--- config.mk ---
export PLATFORM = sky130hd
export DESIGN_NAME = stc_ctrl
export DESIGN_NICKNAME = d
export VERILOG_FILES = /design/src/sv/stc_pkg.sv /design/src/sv/stc_ctrl.sv
export SDC_FILE = /design/constraint.sdc
export NUM_CORES = 1
export LEC_CHECK = 0
export BUFFER_PORTS_ARGS = -buffer_cell sky130_fd_sc_hd__buf_4
export CAP_MARGIN = 20
export CORE_AREA = 5 5 42 44
export CTS_BUF_LIST = sky130_fd_sc_hd__clkbuf_16
export DETAILED_ROUTE_END_ITERATION = 7
export DIE_AREA = 0 0 47 49
export PLACE_DENSITY = 0.62
export SLEW_MARGIN = 20
export SYNTH_ARGS = -nofsm -noshare
export SYNTH_HDL_FRONTEND = slang
export SYNTH_SLANG_ARGS = --single-unit
--- constraint.sdc ---
create_clock -name clock -period 1.3 [get_ports clock]
set_input_delay 0.13 -clock clock [delete_from_list [all_inputs] [get_ports clock]]
set_output_delay 0.13 -clock clock [all_outputs]
set_load 0.1 [all_outputs]
--- src/sv/stc_pkg.sv ---
package stc_pkg;

   // Tree and table geometry
   localparam int LEAVES     = 1024;
   localparam int NODES      = 1024;
   localparam int TREE_DEPTH = 2 * LEAVES;
   localparam int TREE_AW    = $clog2(TREE_DEPTH);
   localparam int NODE_AW    = $clog2(NODES);

   // Field widths
   localparam int OP_W   = 2;
   localparam int NODE_W = 10;
   localparam int POS_W  = 10;
   localparam int CNT_W  = 11;

   // Stream word widths, padded to whole bytes
   localparam int REQ_FIELDS_W = OP_W + NODE_W + 2 * POS_W;
   localparam int REQ_W        = ((REQ_FIELDS_W + 7) / 8) * 8;
   localparam int RSP_W        = ((CNT_W + 7) / 8) * 8;

   // Field offsets inside req_tdata
   localparam int NODE_LSB  = OP_W;
   localparam int FIRST_LSB = NODE_LSB + NODE_W;
   localparam int LAST_LSB  = FIRST_LSB + POS_W;

   typedef enum logic [OP_W-1:0] {
      OP_LOAD   = 2'd0,
      OP_TOGGLE = 2'd1,
      OP_QUERY  = 2'd2
   } op_type;

   typedef enum logic [3:0] {
      ST_CLEAR,
      ST_IDLE,
      ST_FETCH,
      ST_TRD,
      ST_TWR,
      ST_QL,
      ST_QR,
      ST_QS,
      ST_DONE
   } state_type;

   // Controller to datapath
   typedef struct packed {
      logic ready;
      logic accept;
      logic clr_en;
      logic tog_init;
      logic tog_read;
      logic tog_write;
      logic q_init;
      logic q_left;
      logic q_right;
      logic q_shift;
      logic out_load;
   } cmd_type;

   // Datapath to controller
   typedef struct packed {
      op_type req_op;
      op_type op;
      logic   node_ok;
      logic   clr_last;
      logic   i_top;
      logic   l_lt_r;
      logic   out_free;
   } sts_type;

endpackage

--- src/sv/stc_ctrl.sv ---
module stc_ctrl import stc_pkg::*; (
   input  logic    clock,
   input  logic    reset,
   input  logic    req_tvalid,
   input  sts_type sts,
   output cmd_type cmd
);

   state_type state_ff, state_in;

   // State register
   always_ff @(posedge clock) begin
      if (reset) begin
         state_ff <= ST_CLEAR;
      end else begin
         state_ff <= state_in;
      end
   end

   // Next state and commands
   always_comb begin
      cmd      = '0;
      state_in = state_ff;
      case (state_ff)
         ST_CLEAR: begin
            cmd.clr_en = 1'b1;
            if (sts.clr_last) begin
               state_in = ST_IDLE;
            end
         end
         ST_IDLE: begin
            cmd.ready  = 1'b1;
            cmd.accept = req_tvalid;
            if (req_tvalid && (sts.req_op == OP_TOGGLE || sts.req_op == OP_QUERY)) begin
               state_in = ST_FETCH;
            end
         end
         ST_FETCH: begin
            case (sts.op)
               OP_TOGGLE: begin
                  if (sts.node_ok) begin
                     cmd.tog_init = 1'b1;
                     state_in     = ST_TRD;
                  end else begin
                     state_in = ST_IDLE;
                  end
               end
               OP_QUERY: begin
                  if (sts.node_ok) begin
                     cmd.q_init = 1'b1;
                     state_in   = ST_QL;
                  end else begin
                     state_in = ST_DONE;
                  end
               end
               default: begin
                  state_in = ST_IDLE;
               end
            endcase
         end
         ST_TRD: begin
            cmd.tog_read = 1'b1;
            state_in     = ST_TWR;
         end
         ST_TWR: begin
            cmd.tog_write = 1'b1;
            state_in      = sts.i_top ? ST_IDLE : ST_TRD;
         end
         ST_QL: begin
            if (sts.l_lt_r) begin
               cmd.q_left = 1'b1;
               state_in   = ST_QR;
            end else begin
               state_in = ST_DONE;
            end
         end
         ST_QR: begin
            cmd.q_right = 1'b1;
            state_in    = ST_QS;
         end
         ST_QS: begin
            cmd.q_shift = 1'b1;
            state_in    = ST_QL;
         end
         ST_DONE: begin
            if (sts.out_free) begin
               cmd.out_load = 1'b1;
               state_in     = ST_IDLE;
            end
         end
         default: begin
            state_in = ST_CLEAR;
         end
      endcase
   end

endmodule

==> results of run 1 <==
final cells by class:
type,instances,area [µm²]
inverter,5,22.52
multi-input combinational,45,436.7
sequential,4,92.59
timing repair buffer,44,518.0
fill,93,236.5
clock buffer,3,75.07
tap,16,20.02
Yosys cell counts, types with 2 or more instances:
cell type	n	area, µm²
inv_1	5	18.77
nor2_1	5	18.77
o21ai_0	2	10.01
and3_1	3	18.77
buf_2	3	15.01
nand2_1	7	26.28
nand2b_1	2	12.51
ha_1	2	25.02
a21oi_1	4	20.02
dfxtp_1	4	80.08
nor2b_1	2	12.51
metal layers:
metal  track usage (%)  vias up
met2             27.60       17
met1             18.82      297
met4             8.295        0
met5                 0        -
li1                  -      289
met3             2.952        3
power by group through the flow:
stage | logic, mW | clock network, mW | registers, mW
after floorplan | 0.672 | 0 | 0.157
after global placement | 0.859 | 0 | 0.165
after detailed placement | 0.866 | 0 | 0.167
after CTS | 1.15 | 0.481 | 0.183
after global routing | 1.28 | 0.489 | 0.192
final | 1.23 | 0.479 | 0.189
worst reg2reg max path, cell delays in order, from the launching register on:
cell	delay, ns
dfxtp_4	0.35
buf_6	0.12
or3_4	0.41
buf_6	0.14
o31ai_4	0.24
and3_4	0.22
worst max path at each step:
stage / cells after the start / slack [ns] / endpoint
final: 5 / -0.24 / state_ff[1]
after global routing: 5 / -0.27 / state_ff[1]
after CTS: 4 / -0.24 / cmd[0]
after floorplan: 3 / -0.94 / cmd[9]
after global placement: 5 / -0.1 / state_ff[1]
after detailed placement: 5 / -0.11 / state_ff[1]
logic make-up after synthesis:
family	after synthesis	share of synthesized area, %
DFF	4	18.94
xor gates and xnor gates	1	2.071
AOI/OAI and AO/OA	14	23.37
adders and majority gates	2	5.916
and+or+nand+nor	28	39.05
buffers and inverters	9	10.65
what timing repair did:
action	4_1_cts	5_1_grt
endpoints found under the hold margin	0	0
gates resized for setup	53	8
gates cloned	0	0
endpoints found under the setup margin	14	14
buffers inserted	8	3
pin swaps	8	9
through the flow:
| stage | area, µm² | setup TNS, ns | hold WS, ns |
|---|---|---|---|
| CTS | 1096 | -1.935 | 0.09316 |
| finish | 1165 | -2.219 | 0.1109 |
| floorplan | 509.2 | -5.465 | 0.1924 |
| global route | 1165 | -2.756 | 0.1199 |
| detailed placement | 738.2 | -0.6636 | 0.3316 |
| global placement | 738.2 | -0.5509 | 0.3306 |
==> summary.txt, run 1 <==
Worst path slowest cell = or3_4
number of core rows = 14
cell count of the worst reg-to-reg path = 5
Achievable Freq = 648.6 MHz
Clk pwr share = 25.3%
Initial DRC Count = 8
commonest non-fill, non-tap cell in the layout = buf_4
Die H = 49 µm
diode count = 0
post-layout util = 83.13%
reg-to-reg slack, setup = -0.24 ns
global-route wire length before repair = 2766 µm
Req. time, crit path = 1.46 ns
worst skew pair latency = 0.22 ns
DR pass1 iterations = 4
P_sw = 0.7950 mW
DR WL met3 = 88 µm
via count = 606
routed wl met2 = 1028 µm
VDD IR-drop max = 1159 µV
Num CTS Buffers = 3
Mapped Cells = 58
P_leak = 0.4986 nW
Max stage delay on crit path = 0.41 ns
Setup-failing EPs final = 14
Cell Int Power = 1.099 mW
share of layout cells above drive strength 1 = 71.29%
Reg-to-Reg End = state_ff[1]
sw frac = 41.98%
IO Port Bufs = 22
most frequent cells in the layout = 23 x buf_4, 12 x buf_12, 8 x buf_6, 5 x nand2_1
Final HPWL DP = 1090 µm
Synth cell types = 30
clk sinks = 4
Detail Route Antenna Nets = 0
Synth-to-Final Area Change = 175.4%
antenna violations before repair = 0
Reg clk slew, reported paths = 0.03 ns
fin crit share = 118.6%
Final Worst Setup Slack = -0.2418 ns
power per cell area = 1626 mW/mm²
Remaining DRCs = 0
Placed Cells = 103
hold depth = 2
Cell Area, Synth = 422.9 µm²
Period minus WS final = 1.542 ns
CP Cell Sequence = buf_6 > or3_4 > buf_6 > o31ai_4 > and3_4
RSZ-0062 raised after global routing = yes
Fin. Hold Viols = 0
fin. max-slew vios = 0
pre-CTS WS = -0.1097 ns
Final Non-Filler Cells = 117
Routed WL = 1839 µm
CTS H-tree lvls = 1
chip width = 47 µm
#FFs+latches synth = 4
Worst Hold Class = input pin to register
status = finished, violations left
Top FF cell, synth = dfxtp_1
# IOs = 23
die area = 0.002303 mm²
worst min-delay path endpoint = state_ff[3]
# hold bufs at CTS = 0
most used cell along the critical path = buf_6
grt ovf = 0
crit path kind = register to register
crit-path max FO = 4
Layout Nets = 117
Highest Signal Layer = met4
Worst R2R Start = state_ff[0]
CP Capture Type = register
Worst Path Arrival = 1.70 ns
FFs w/ async S/R, synth = 0%
largest net degree at the start of global routing = 6
Syn Nets = 72
Core ar. = 0.001401 mm²
Reg with most FFs = state_ff
Least-Margin Pin Slew = 0.3274 ns
root cell of the clock tree = clkbuf_16
Hold Crit Start = reset
crit-path leading delay family = simple AND/OR/NAND/NOR gates
Fin Clk Skew = 0.001253 ns
Post-synth EDFFs = 0
Critical path origin = state_ff[0]
sequential-to-total area share from yosys stat = 18.93%
Max-Slew Margin vs Limit = 78.08%
WL per Instance = 15.72 µm
vias per cell = 5.179
DRT met1 WL = 699 µm
Clock Tree Buf Depth = 2
combinational share of power = 64.7%
max-cap violation count = 0
failing checks = negative setup slack
crit path buf inv count = 2
Syn Area/Cell = 7.291 µm²
Worst Setup Start Kind = register
Flop pwr share = 10.0%
GPL Wtd Cong = 0.7211
max FFs per register = 4
CTS tree = built
vias in the first global route = 646
Total Power = 1.894 mW
Largest regs = state_ff: 4 flops
Tot GR Track Use = 16.46%
initial core utilization = 30.18%
YS warnings = 0
(Power assumes the default switching activity.)
==> inputs of run 2 (changes only) <==
--- a/config.mk
+++ b/config.mk
@@ -11,7 +11,8 @@
 export CTS_BUF_LIST = sky130_fd_sc_hd__clkbuf_16
 export DETAILED_ROUTE_END_ITERATION = 7
 export DIE_AREA = 0 0 47 49
-export PLACE_DENSITY = 0.62
+export PLACE_DENSITY = 0.59
+export REMOVE_ABC_BUFFERS = 1
 export SLEW_MARGIN = 20
 export SYNTH_ARGS = -nofsm -noshare
 export SYNTH_HDL_FRONTEND = slang
==> constraint.sdc (replaced) <==
create_clock -name clock -period 1.6 [get_ports clock]
set_input_delay 0.16 -clock clock [delete_from_list [all_inputs] [get_ports clock]]
set_output_delay 0.16 -clock clock [all_outputs]
set_load 0.1 [all_outputs]
==> run 2 against run 1 <==
The flow now finishes without violations. Clock skew about the same. Setup slack better by 0.29 ns. Die area unchanged. Power down 39%. Sequential power down 16%. Sequential share of layout area up 3.4 points. Count of clock-buffer cells in the layout unchanged. Global-route usage down 3.9 points. Combinational power down 51%. Hold slack better by 0.015 ns. Sequential cell count unchanged. Largest cell class is now multi-input gates.
==> summary.txt, run 2 (same netlist as run 1, synthesis figures left out) <==
worst skew pair latency = 0.22 ns (about the same)
crit path kind = register to primary output
total negative slack = 0 ns (+2.219 ns)
via count = 489 (-19%)
combinational share of power = 52.6% (-12 points)
Remaining DRCs = 0 (unchanged)
Worst Path Arrival = 1.39 ns (-0.31 ns)
DR pass1 iterations = 4 (unchanged)
Layout Nets = 99 (-15%)
status = completed
fin. max-slew vios = 0 (unchanged)
fin crit share = 96.74%
Max-Slew Margin vs Limit = 82.70% (+4.6 points)
chip width = 47 µm (unchanged)
most frequent cells in the layout = 20 x buf_4, 7 x nand2_1, 5 x inv_1, 5 x nor2_1, 5 x buf_6
reg-to-reg slack, setup = 0.31 ns (+0.55 ns)
VDD IR-drop max = 958.4 µV (-17%)
share of layout cells above drive strength 1 = 49.40% (-22 points)
sw frac = 44.17% (+2.2 points)
GPL Wtd Cong = 0.8228 (+14%)
Initial DRC Count = 5 (-3)
WL per Instance = 12.10 µm (-23%)
max FFs per register = 4 (unchanged)
vias per cell = 4.939 (-4.6%)
global-route wire length before repair = 2187 µm (-21%)
Worst path slowest cell = dfxtp_2
Achievable Freq = 646.1 MHz
P_leak = 0.3492 nW (-30%)
CP Cell Sequence = nor2b_2 > nor3b_1 > buf_6
CP Capture Type = primary output
Reg with most FFs = state_ff
Least-Margin Pin Slew = 0.2571 ns (-0.07030 ns)
Die H = 49 µm (unchanged)
Synth-to-Final Area Change = 76.92%
Total Power = 1.148 mW (-39%)
CTS tree = built
diode count = 0 (unchanged)
Clock Tree Buf Depth = 2 (unchanged)
crit-path max FO = 5 (+1)
Worst Setup Start Kind = register
Core ar. = 0.001401 mm² (unchanged)
IO Port Bufs = 22 (unchanged)
crit path buf inv count = 1 (-1)
Period minus WS final = 1.548 ns
Tot GR Track Use = 12.60% (-3.9 points)
Final HPWL DP = 942.5 µm (-14%)
Fin. Hold Viols = 0 (unchanged)
initial core utilization = 30.18% (unchanged)
Req. time, crit path = 1.44 ns (-0.02 ns)
clk sinks = 4 (unchanged)
Reg clk slew, reported paths = 0.03 ns (about the same)
largest net degree at the start of global routing = 9 (+3)
Max stage delay on crit path = 0.41 ns (about the same)
number of core rows = 14 (unchanged)
commonest non-fill, non-tap cell in the layout = buf_4
power per cell area = 1534 mW/mm² (-5.6%)
Cell Int Power = 0.6408 mW (-42%)
Clk pwr share = 33.5% (+8.2 points)
Routed WL = 1198 µm (-35%)
Setup-failing EPs final = 0 (-14)
max-cap violation count = 0 (unchanged)
vias in the first global route = 542 (-16%)
Detail Route Antenna Nets = 0 (unchanged)
Worst Hold Class = input pin to register
root cell of the clock tree = clkbuf_16
P_sw = 0.5070 mW (-36%)
antenna violations before repair = 0 (unchanged)
CTS H-tree lvls = 1 (unchanged)
Largest regs = state_ff: 4 flops
grt ovf = 0 (unchanged)
Num CTS Buffers = 3 (unchanged)
Flop pwr share = 13.9% (+3.9 points)
crit-path leading delay family = simple AND/OR/NAND/NOR gates
die area = 0.002303 mm² (unchanged)
# IOs = 23 (unchanged)
Fin Clk Skew = 0.001630 ns (+0.0003765 ns)
run 2: changes by cell type in the layout (fill, tap and decap cells not counted), sizes merged:
cell / change
buf: -18
clkinvlp: -1
inv: +1
run 2: what timing repair did:
item / in CTS / in global routing
setup buffers: 0 / 0
setup endpoints to repair: 8 / 6
gates resized for setup: 12 / 5
pin swaps: 1 / 0
hold buffers: 0 / 0
run 2: layer usage:
| metal | up-vias | track usage [%] | share of wire, % |
|---|---|---|---|
| met5 | - | 0 | 0 |
| met4 | 0 | 6.912 | 1.9 |
| met3 | 3 | 1.476 | 5.0 |
| met1 | 213 | 15.79 | 43 |
| li1 | 255 | - | - |
| met2 | 18 | 19.91 | 49 |
run 2: power groups by stage:
stage               combinational [mW]  sequential [mW]  clock, mW
global placement                 0.565            0.146          0
detailed placement               0.564            0.148          0
CTS                              0.602            0.159      0.390
global route                     0.643            0.162      0.399
finish                           0.604            0.159      0.384
floorplan                        0.392            0.153          0
run 2: worst register-to-register path: stages, from the launching register on:
cell and delay (ns):
dfxtp_2 0.35, or3_4 0.42, o21ai_1 0.15, o31ai_2 0.09
and3_1 0.16
run 2: stage by stage:
stage                     setup WS, ns  std cells  utilization (%)  instance area (µm²)  hold WS (ns)
final                          0.05214         99            53.39                748.2        0.1255
after floorplan                 -1.880         54                -                396.6        0.2224
after global routing          -0.01839         99            53.39                748.2        0.1321
after CTS                      0.01587         99            52.32                733.2        0.1328
after detailed placement       0.06894         96            43.66                611.8        0.3637
after global placement          0.1306         96            43.66                611.8        0.3626
run 2: path summary, 6_finish.rpt:
kind	startpoint	endpoint	cells past startpoint
worst min register to register	state_ff[1]	state_ff[0]	3
worst max-delay path	state_ff[2]	cmd[5]	3
worst max register to register	state_ff[0]	state_ff[1]	4
worst min-delay path	reset	state_ff[3]	2
run 2: cell type report:
cell class              instances  area, µm²
clock buffers                   3      75.07
fillers                       151      653.1
inverters                       5      18.77
multi-input cells              45      322.8
flip-flops and latches          4      85.08
well taps                      16      20.02
repair buffers                 26      226.5
==> inputs of run 3 (changes only) <==
--- a/config.mk
+++ b/config.mk
@@ -5,13 +5,14 @@
 export SDC_FILE = /design/constraint.sdc
 export NUM_CORES = 1
 export LEC_CHECK = 0
-export BUFFER_PORTS_ARGS = -buffer_cell sky130_fd_sc_hd__buf_4
+export ABC_CLOCK_PERIOD_IN_PS = 1600
 export CAP_MARGIN = 20
 export CORE_AREA = 5 5 42 44
 export CTS_BUF_LIST = sky130_fd_sc_hd__clkbuf_16
 export DETAILED_ROUTE_END_ITERATION = 7
 export DIE_AREA = 0 0 47 49
-export PLACE_DENSITY = 0.59
+export DONT_BUFFER_PORTS = 1
+export PLACE_DENSITY = 0.44
 export REMOVE_ABC_BUFFERS = 1
 export SLEW_MARGIN = 20
 export SYNTH_ARGS = -nofsm -noshare
==> run 3 against run 2 <==
Cell count fell by 11%. Sequential cell count did not move. First-iteration DRC count did not move. Sequential power fell by 5%. Register-to-register slack barely moved. Combinational power rose by 9.6%. Largest cell class unchanged. Routed wire length fell by 3.8%. Cell area rose by 8.5%. Global-route usage fell by 1.1 points. Critical path depth rose by 1. Setup slack improved by 0.0047 ns.
==> summary.txt, run 3 (same netlist as run 1, synthesis figures left out) <==
hold depth = 1 (-1)
Max-Slew Margin vs Limit = 78.87% (-3.8 points)
GPL Wtd Cong = 0.7403 (-10%)
Worst path slowest cell = dfxtp_2
vias per cell = 5.091 (+3.1%)
cell count of the worst reg-to-reg path = 3 (-1)
Clock Tree Buf Depth = 2 (unchanged)
CP Cell Sequence = buf_6 > nor4_4 > and2_4 > buf_12
DP Area = 694.4 µm² (+13%)
Final Cell Area = 812.0 µm² (+8.5%)
postcts setup bufs = 0 (unchanged)
# IOs = 23 (unchanged)
Layout Nets = 88 (-11%)
max FFs per register = 4 (unchanged)
Reg with most FFs = state_ff
clk sinks = 4 (unchanged)
Detail Route Antenna Nets = 0 (unchanged)
Fin Clk Skew = 0.003790 ns (+0.002160 ns)
Reg-to-Reg End = state_ff[1]
Largest regs = state_ff: 4 flops
crit-path leading delay family = simple AND/OR/NAND/NOR gates
crit path kind = register to primary output
largest net degree at the start of global routing = 11 (+2)
initial core utilization = 30.18% (unchanged)
fin crit share = 96.45% (-0.29 points)
root cell of the clock tree = clkbuf_16
Worst Hold Class = input pin to register
Setup-failing EPs final = 0 (unchanged)
routed wl met2 = 560 µm (-5.6%)
Die H = 49 µm (unchanged)
diode count = 0 (unchanged)
Hold Crit Start = reset
global-route wire length before repair = 1945 µm (-11%)
Synth-to-Final Area Change = 92.01%
power per cell area = 1477 mW/mm² (-3.7%)
Highest Signal Layer = met3
crit path buf inv count = 2 (+1)
Initial DRC Count = 5 (unchanged)
DRT met1 WL = 508 µm (-2.5%)
# fillers = 125 (-17%)
Achievable Freq = 648.0 MHz (+0.30%)
Tot GR Track Use = 11.53% (-1.1 points)
grt ovf = 0 (unchanged)
Routed WL = 1152 µm (-3.8%)
die area = 0.002303 mm² (unchanged)
WL per Instance = 13.09 µm (+8.2%)
worst skew pair latency = 0.22 ns (about the same)
Least-Margin Pin Slew = 0.3143 ns (+0.05720 ns)
P_leak = 0.3299 nW (-5.5%)
Period minus WS final = 1.543 ns (-0.004686 ns)
Worst R2R Start = state_ff[1]
Critical path origin = state_ff[2]
DR pass1 iterations = 3 (-1)
Worst Setup Start Kind = register
status = completed
worst min-delay path endpoint = state_ff[2]
IO Port Bufs = 0 (-100%)
crit-path max FO = 8 (+3)
fin. max-slew vios = 0 (unchanged)
most frequent cells in the layout = 7 x nand2_1, 7 x buf_12, 6 x clkbuf_16, 4 x inv_1, 4 x a21oi_1
chip width = 47 µm (unchanged)
CTS tree = built
share of layout cells above drive strength 1 = 50.00% (+0.60 points)
vias in the first global route = 436 (-20%)
number of core rows = 14 (unchanged)
via count = 448 (-8.4%)
Worst Path Arrival = 1.38 ns (about the same)
max-cap violation count = 0 (unchanged)
Remaining DRCs = 0 (unchanged)
CP Capture Type = primary output
Final HPWL DP = 923.1 µm (-2.1%)
CTS H-tree lvls = 1 (unchanged)
Core ar. = 0.001401 mm² (unchanged)
Max stage delay on crit path = 0.34 ns (-0.07 ns)
Num CTS Buffers = 3 (unchanged)
DR WL met3 = 83 µm (+38%)
VDD IR-drop max = 930.7 µV (-2.9%)
reg-to-reg slack, setup = 0.30 ns (about the same)
Fin. Hold Viols = 0 (unchanged)
Total Power = 1.199 mW (+4.5%)
Req. time, crit path = 1.44 ns (about the same)
antenna violations before repair = 0 (unchanged)
Reg clk slew, reported paths = 0.03 ns (about the same)
RSZ-0062 raised after global routing = yes
## run 3: timing repair
item / CTS / global route
pin swaps: 0 / 4
setup endpoints to repair: 3 / 6
hold buffers: 1 / 0
gates cloned: 0 / 0
gates resized for setup: 5 / 6
hold endpoints to repair: 1 / 0
## run 3: power by group
group / leakage, nW / internal [mW] / switching (mW) / total, mW
clock network: 0.0370 / 0.319 / 0.0670 / 0.386
logic: 0.258 / 0.247 / 0.415 / 0.662
registers: 0.0346 / 0.121 / 0.0303 / 0.151
## run 3: stage by stage
stage | utilization, % | setup TNS, ns | worst slack [ns] | cells | hold slack [ns]
5_1_grt | 57.95 | -0.05148 | -0.02098 | 88 | 0.004652
3_5_place_dp | 49.55 | 0 | 0.1461 | 84 | 0.2287
4_1_cts | 56.70 | 0 | 0.03880 | 88 | 0.008317
6_report | 57.95 | 0 | 0.05682 | 88 | 0.004470
2_1_floorplan | - | -12.30 | -1.880 | 54 | 0.2224
3_3_place_gp | 49.55 | 0 | 0.1615 | 84 | 0.2288
## run 3: worst reg2reg max path: cells and delay by family, from the launching register on
| family | cells | cell delay (ns) |
|---|---|---|
| flip-flops | 1 | 0.35 |
| AND/OR/NAND/NOR | 2 | 0.60 |
| AO/OA/AOI/OAI | 1 | 0.28 |
## run 3: final cells by class
cell class / instances / area, µm² / area share (%)
Sequential cell: 4 / 87.58 / 10.79
Inverter: 5 / 18.77 / 2.311
Clock buffer: 3 / 75.07 / 9.245
Timing Repair Buffer: 15 / 259.0 / 31.90
Tap cell: 16 / 20.02 / 2.465
Multi-Input combinational cell: 45 / 351.6 / 43.30
## run 3: worst max-delay path by stage
| stage | endpoint | slack (ns) | cells past startpoint |
|---|---|---|---|
| 3_5_place_dp | cmd[4] | 0.15 | 3 |
| 2_1_floorplan | cmd[8] | -1.88 | 1 |
| 4_1_cts | cmd[1] | 0.04 | 4 |
| 5_1_grt | cmd[4] | -0.02 | 3 |
| 3_3_place_gp | cmd[4] | 0.16 | 3 |
| 6_report | cmd[9] | 0.06 | 4 |
## run 3: routing by layer
metal,global-route usage [%],up-vias
li1,-,233
met1,15.10,202
met2,16.29,13
met3,5.166,0
met4,4.147,0
met5,0,-
